--- src/rtl/dls_pkg.sv ---
// Shared types, constants and palette function for the disk label stamper.
package dls_pkg;

	// Default frame size
	localparam int unsigned DLS_IMAGE_WIDTH  = 256;
	localparam int unsigned DLS_IMAGE_HEIGHT = 256;

	// Field widths
	localparam int unsigned POS_W    = 12;
	localparam int unsigned GROUP_W  = 8;
	localparam int unsigned LABEL_W  = 8;
	localparam int unsigned COLOUR_W = 8;
	localparam int unsigned RADIUS_W = 4;
	localparam int unsigned SCALE_W  = 9;
	localparam int unsigned CFG_IDX_W  = 2;
	localparam int unsigned CFG_DATA_W = 9;

	// Scaled centre width and disk offset width (signed, covers -15..15)
	localparam int unsigned CENTRE_W = POS_W + SCALE_W;
	localparam int unsigned OFF_W    = RADIUS_W + 1;

	// Opcodes
	localparam logic OP_STAMP = 1'b0;
	localparam logic OP_READ  = 1'b1;

	// Configuration register indexes
	localparam logic [CFG_IDX_W-1:0] CFG_DISK_RADIUS = 2'd0;
	localparam logic [CFG_IDX_W-1:0] CFG_X_SCALE     = 2'd1;
	localparam logic [CFG_IDX_W-1:0] CFG_Y_SCALE     = 2'd2;

	// Configuration reset values
	localparam logic [RADIUS_W-1:0] RADIUS_RESET = 4'd5;
	localparam logic [SCALE_W-1:0]  SCALE_RESET  = 9'd1;

	// Palette
	localparam logic [LABEL_W-1:0]  LABEL_RED  = 8'd1;
	localparam logic [LABEL_W-1:0]  LABEL_BLUE = 8'd2;
	localparam logic [COLOUR_W-1:0] COLOUR_MAX = 8'd255;
	localparam logic [COLOUR_W-1:0] COLOUR_MIN = 8'd0;

	typedef struct packed {
		logic               opcode;
		logic [POS_W-1:0]   pos_x;
		logic [POS_W-1:0]   pos_y;
		logic [GROUP_W-1:0] group_number;
		logic               last_in_batch;
	} dls_item_t;

	typedef struct packed {
		logic [LABEL_W-1:0]  pixel_label;
		logic [COLOUR_W-1:0] red;
		logic [COLOUR_W-1:0] green;
		logic [COLOUR_W-1:0] blue;
	} dls_result_t;

	// Controller to datapath
	typedef struct packed {
		logic clr_step;
		logic load;
		logic scale;
		logic scan_step;
		logic rd_issue;
	} dls_cmd_t;

	// Datapath to controller
	typedef struct packed {
		logic clr_last;
		logic scan_last;
	} dls_status_t;

	// Label to colour lookup
	function automatic dls_result_t dls_palette(input logic [LABEL_W-1:0] label);
		dls_result_t res;
		res.pixel_label = label;
		unique case (label)
			LABEL_RED: begin
				res.red   = COLOUR_MAX;
				res.green = COLOUR_MIN;
				res.blue  = COLOUR_MIN;
			end
			LABEL_BLUE: begin
				res.red   = COLOUR_MIN;
				res.green = COLOUR_MIN;
				res.blue  = COLOUR_MAX;
			end
			default: begin
				res.red   = COLOUR_MAX;
				res.green = COLOUR_MAX;
				res.blue  = COLOUR_MAX;
			end
		endcase
		return res;
	endfunction

endpackage

--- src/rtl/dls_ctrl.sv ---
// Controller state machine: clearing pass, stamp scan sequencing and pixel reads.
module dls_ctrl import dls_pkg::*; (
	input  logic        clk,
	input  logic        arst_n,
	input  logic        start,
	input  logic        opcode,
	output logic        busy,
	output logic        done,
	output dls_cmd_t    cmd,
	input  dls_status_t status
);

	typedef enum logic [2:0] {
		ST_CLEAR,
		ST_IDLE,
		ST_SCALE,
		ST_SCAN,
		ST_READ,
		ST_RESP
	} state_t;

	state_t state_q;

	// Command decode
	always_comb begin
		cmd.clr_step  = (state_q == ST_CLEAR);
		cmd.load      = (state_q == ST_IDLE) && start;
		cmd.scale     = (state_q == ST_SCALE);
		cmd.scan_step = (state_q == ST_SCAN);
		cmd.rd_issue  = (state_q == ST_READ);
	end

	assign busy = (state_q != ST_IDLE);
	assign done = (state_q == ST_RESP);

	// State register
	always_ff @(posedge clk or negedge arst_n) begin
		if (!arst_n) begin
			state_q <= ST_CLEAR;
		end else begin
			unique case (state_q)
				ST_CLEAR: begin
					if (status.clr_last) state_q <= ST_IDLE;
				end
				ST_IDLE: begin
					if (start) begin
						if (opcode == OP_READ) state_q <= ST_READ;
						else                   state_q <= ST_SCALE;
					end
				end
				ST_SCALE: state_q <= ST_SCAN;
				ST_SCAN: begin
					if (status.scan_last) state_q <= ST_IDLE;
				end
				ST_READ: state_q <= ST_RESP;
				ST_RESP: state_q <= ST_IDLE;
				default: state_q <= ST_IDLE;
			endcase
		end
	end

	// Checks
	a_cmd_onehot: assert property (@(posedge clk) disable iff (!arst_n)
		$onehot0({cmd.clr_step, cmd.load, cmd.scale, cmd.scan_step, cmd.rd_issue}))
		else $error("dls_ctrl: more than one datapath command at once");

	a_scan_end: assert property (@(posedge clk) disable iff (!arst_n)
		(cmd.scan_step && status.scan_last) |=> !busy)
		else $error("dls_ctrl: still busy after last scan step");

	a_done_single: assert property (@(posedge clk) disable iff (!arst_n)
		done |=> !done)
		else $error("dls_ctrl: result strobe longer than one cycle");

	a_read_latency: assert property (@(posedge clk) disable iff (!arst_n)
		(start && !busy && opcode == OP_READ) |-> ##2 done)
		else $error("dls_ctrl: read result not delivered two cycles after accept");

endmodule

--- config.mk ---
export PLATFORM = sky130hd
export DESIGN_NAME = dls_ctrl
export DESIGN_NICKNAME = d
export VERILOG_FILES = /design/src/rtl/dls_pkg.sv /design/src/rtl/dls_ctrl.sv
export SDC_FILE = /design/constraint.sdc
export NUM_CORES = 1
export LEC_CHECK = 0
export ABC_AREA = 1
export BUFFER_PORTS_ARGS = -buffer_cell sky130_fd_sc_hd__buf_2
export CORE_AREA = 2 2 39 41
export CTS_BUF_LIST = sky130_fd_sc_hd__clkbuf_4 sky130_fd_sc_hd__clkbuf_8
export DETAILED_ROUTE_END_ITERATION = 6
export DIE_AREA = 0 0 41 43
export PLACE_DENSITY = 0.33
export SYNTH_ARGS = -nofsm -noshare
export SYNTH_HDL_FRONTEND = slang
export SYNTH_SLANG_ARGS = --single-unit
export TNS_END_PERCENT = 50
--- constraint.sdc ---
create_clock -name clk -period 2.8 [get_ports clk]
set_input_delay 0.56 -clock clk [delete_from_list [all_inputs] [get_ports clk]]
set_output_delay 0.56 -clock clk [all_outputs]
set_load 0.05 [all_outputs]
==> metrics.yaml <==
synth_compound_area_frac: 0.100
top_regs: "state_q x3"
finalCritPeriodShare: 0.655
maxSlewHeadroom: 0.825
hold_buffers: 0
start_util: 0.154
synth_xor_area_frac: 0
rsz0062_at_grt: "false"
synth_top_family_by_area: "simple AND/OR/NAND/NOR gates"
synth_top_area_cell: "dfrtp_1"
largest_register_ffs: 3
die_w_microns: 41
synthAdderAreaFrac: 0
cts_buffers: 3
grt_usage: 0.0785
routed_wl_microns: 526
fin_skew_ns: 0.000554
place_inst: 59
grt_overflow: 0
drt_iter0_markers: 2
clk_pin_slew_ns: 0.04
setup_violations: 0
outcome: "finished clean"
top_register: "state_q"
path_buf_inv: 2
antenna_found_initial: 0
synth_top_area_frac: 0.353
tightestPinTransition_ns: 0.263
wl_per_cell_microns: 8.35
core_sq_um: 1380
num_antenna_cells: 0
instances_no_fill: 63
crit_family: "buffers and inverters"
row_count: 14
syn_inst: 31
cts_setup_buffers: 0
grt_pass1_wl_microns: 903
hold_path.class: "input pin to asynchronous set/reset pin"
synthSimpleGateAreaFrac: 0.406
htree_levels: 1
drtAntennaViolNets: 0
cts_root_buf: "clkbuf_4"
place_congestion: 0.598
port_buffers: 12
syn_avg_cell_area_sq_um: 6.86
final_nets: 54
drcViolationCount: 0
dr.pass1.iters: 4
crit_chain: "inv_1 -> nand3_2 -> nor2_1 -> buf_2"
cts_sinks: 3
pin_count: 13
grt_pass1_vias: 240
ys_seq_area_frac: 0.353
start_kind: "register"
drive_above_1_share: 0.447
clk_path_buf_depth: 2
synth_nets: 37
drv_cap: 0
synth.area.mux_share: 0
syn2layout_area_growth_pct: 51.8
synthTopCellsByArea: "dfrtp_1 (35%), inv_1 (12%), nor2_1 (8.8%)"
maxSlewViolCount: 0
die_area_sq_um: 1760
setup_tns_ns: 0
max_stage_delay_ns: 0.36
worstSetupPathType: "register to output pin"
cts_resized: 0
cts_tree: "done"
viasPerCell: 3.67
crit_fanout: 6
synth-seq-cells: 3
syn_area_sq_um: 213
worst_setup_path_end_kind: "output pin"
fin_crit_ns: 1.84
clock.fmax_mhz: 545
cp_data_arrival_time_ns: 1.28
dp_hpwl_microns: 420
grt_max_degree: 8
yosysWarningCount: 0
synth.distinct_cells: 14
num_vias: 231
crit_path_top_delay_cell: "dfrtp_1"
cp_data_required_time_ns: 2.24
die_height_microns: 43
insertion_delay_ns: 0.23
hold_violations: 0
## per-stage QoR
step / hold slack, ns / setup WS [ns] / instance area (sq um) / util
after floorplan: 0.264 / 0.645 / 213 / -
after global placement: 0.359 / 1.19 / 293 / 0.212
after detailed placement: 0.358 / 1.21 / 293 / 0.212
after CTS: 0.105 / 0.947 / 323 / 0.233
after global routing: 0.101 / 0.838 / 323 / 0.233
final: 0.115 / 0.965 / 323 / 0.233
## worst reg2reg max path, cell delays in order, from the launching register on
cell     delay [ns]
dfrtp_1        0.36
inv_1          0.16
nand3_2        0.16
o21ai_0        0.18
inv_1          0.06
## cell families (layout without fill, tap and decap cells)
| family | after synthesis | in the layout |
|---|---|---|
| simple gates | 17 | 17 |
| buf+inv | 8 | 24 |
| compound gates | 3 | 3 |
| flops | 3 | 3 |
## layer usage
metal | vias up | GRT usage | part of all wire
met5 | - | 0 | 0
met4 | 0 | 0.0800 | 0
met2 | 6 | 0.0969 | 0.48
met3 | 0 | 0 | 0.065
met1 | 97 | 0.114 | 0.46
li1 | 128 | - | -
## cells in the mapped netlist
cell and number:
o21ai_0 1, nand2_1 3, inv_1 7, dfrtp_1 3
nor3_1 3, nand3b_1 1, nand3_2 1, nor2_1 5
nand3_1 1, o21bai_2 1, nand4_1 1, inv_2 1
nor2_2 2, a21oi_1 1
## path summary, 6_finish.rpt
kind	cells after the start	startpoint	end	slack [ns]
hold reg to reg	4	state_q[2]$_DFFE_PN0P_	state_q[0]$_DFFE_PN0P_	0.75
max in group asynchronous	1	arst_n	state_q[0]$_DFFE_PN0P_	2.58
setup reg to reg	4	state_q[2]$_DFFE_PN0P_	state_q[0]$_DFFE_PN0P_	1.77
hold / removal	1	arst_n	state_q[1]$_DFFE_PN0P_	0.12
min in group clk	3	opcode	state_q[2]$_DFFE_PN0P_	0.65
setup / recovery	4	state_q[2]$_DFFE_PN0P_	cmd[3]	0.96
## cell usage in the layout, fill, tap and decap left out
cell      instances
buf_2            12
inv_1             7
nor2_1            5
clkbuf_4          4
nand2_1           3
nor3_1            3
dfrtp_1           3
nor2_2            2
nand3_2           1
inv_2             1
a21oi_1           1
nand4_1           1
nand3b_1          1
nand3_1           1
o21ai_0           1
o21bai_2          1
## cell type report
type	instances	area, sq um
fill	174	1060
clock buffer	4	30.0
inverter	8	30.0
tap	16	20.0
multi-input combinational	20	108
timing repair buffer	12	60.1
sequential	3	75.1
Power is left out: the tool's default activity adds up to more than one toggle a clock period on the data nets, which glitch-free logic cannot reach.
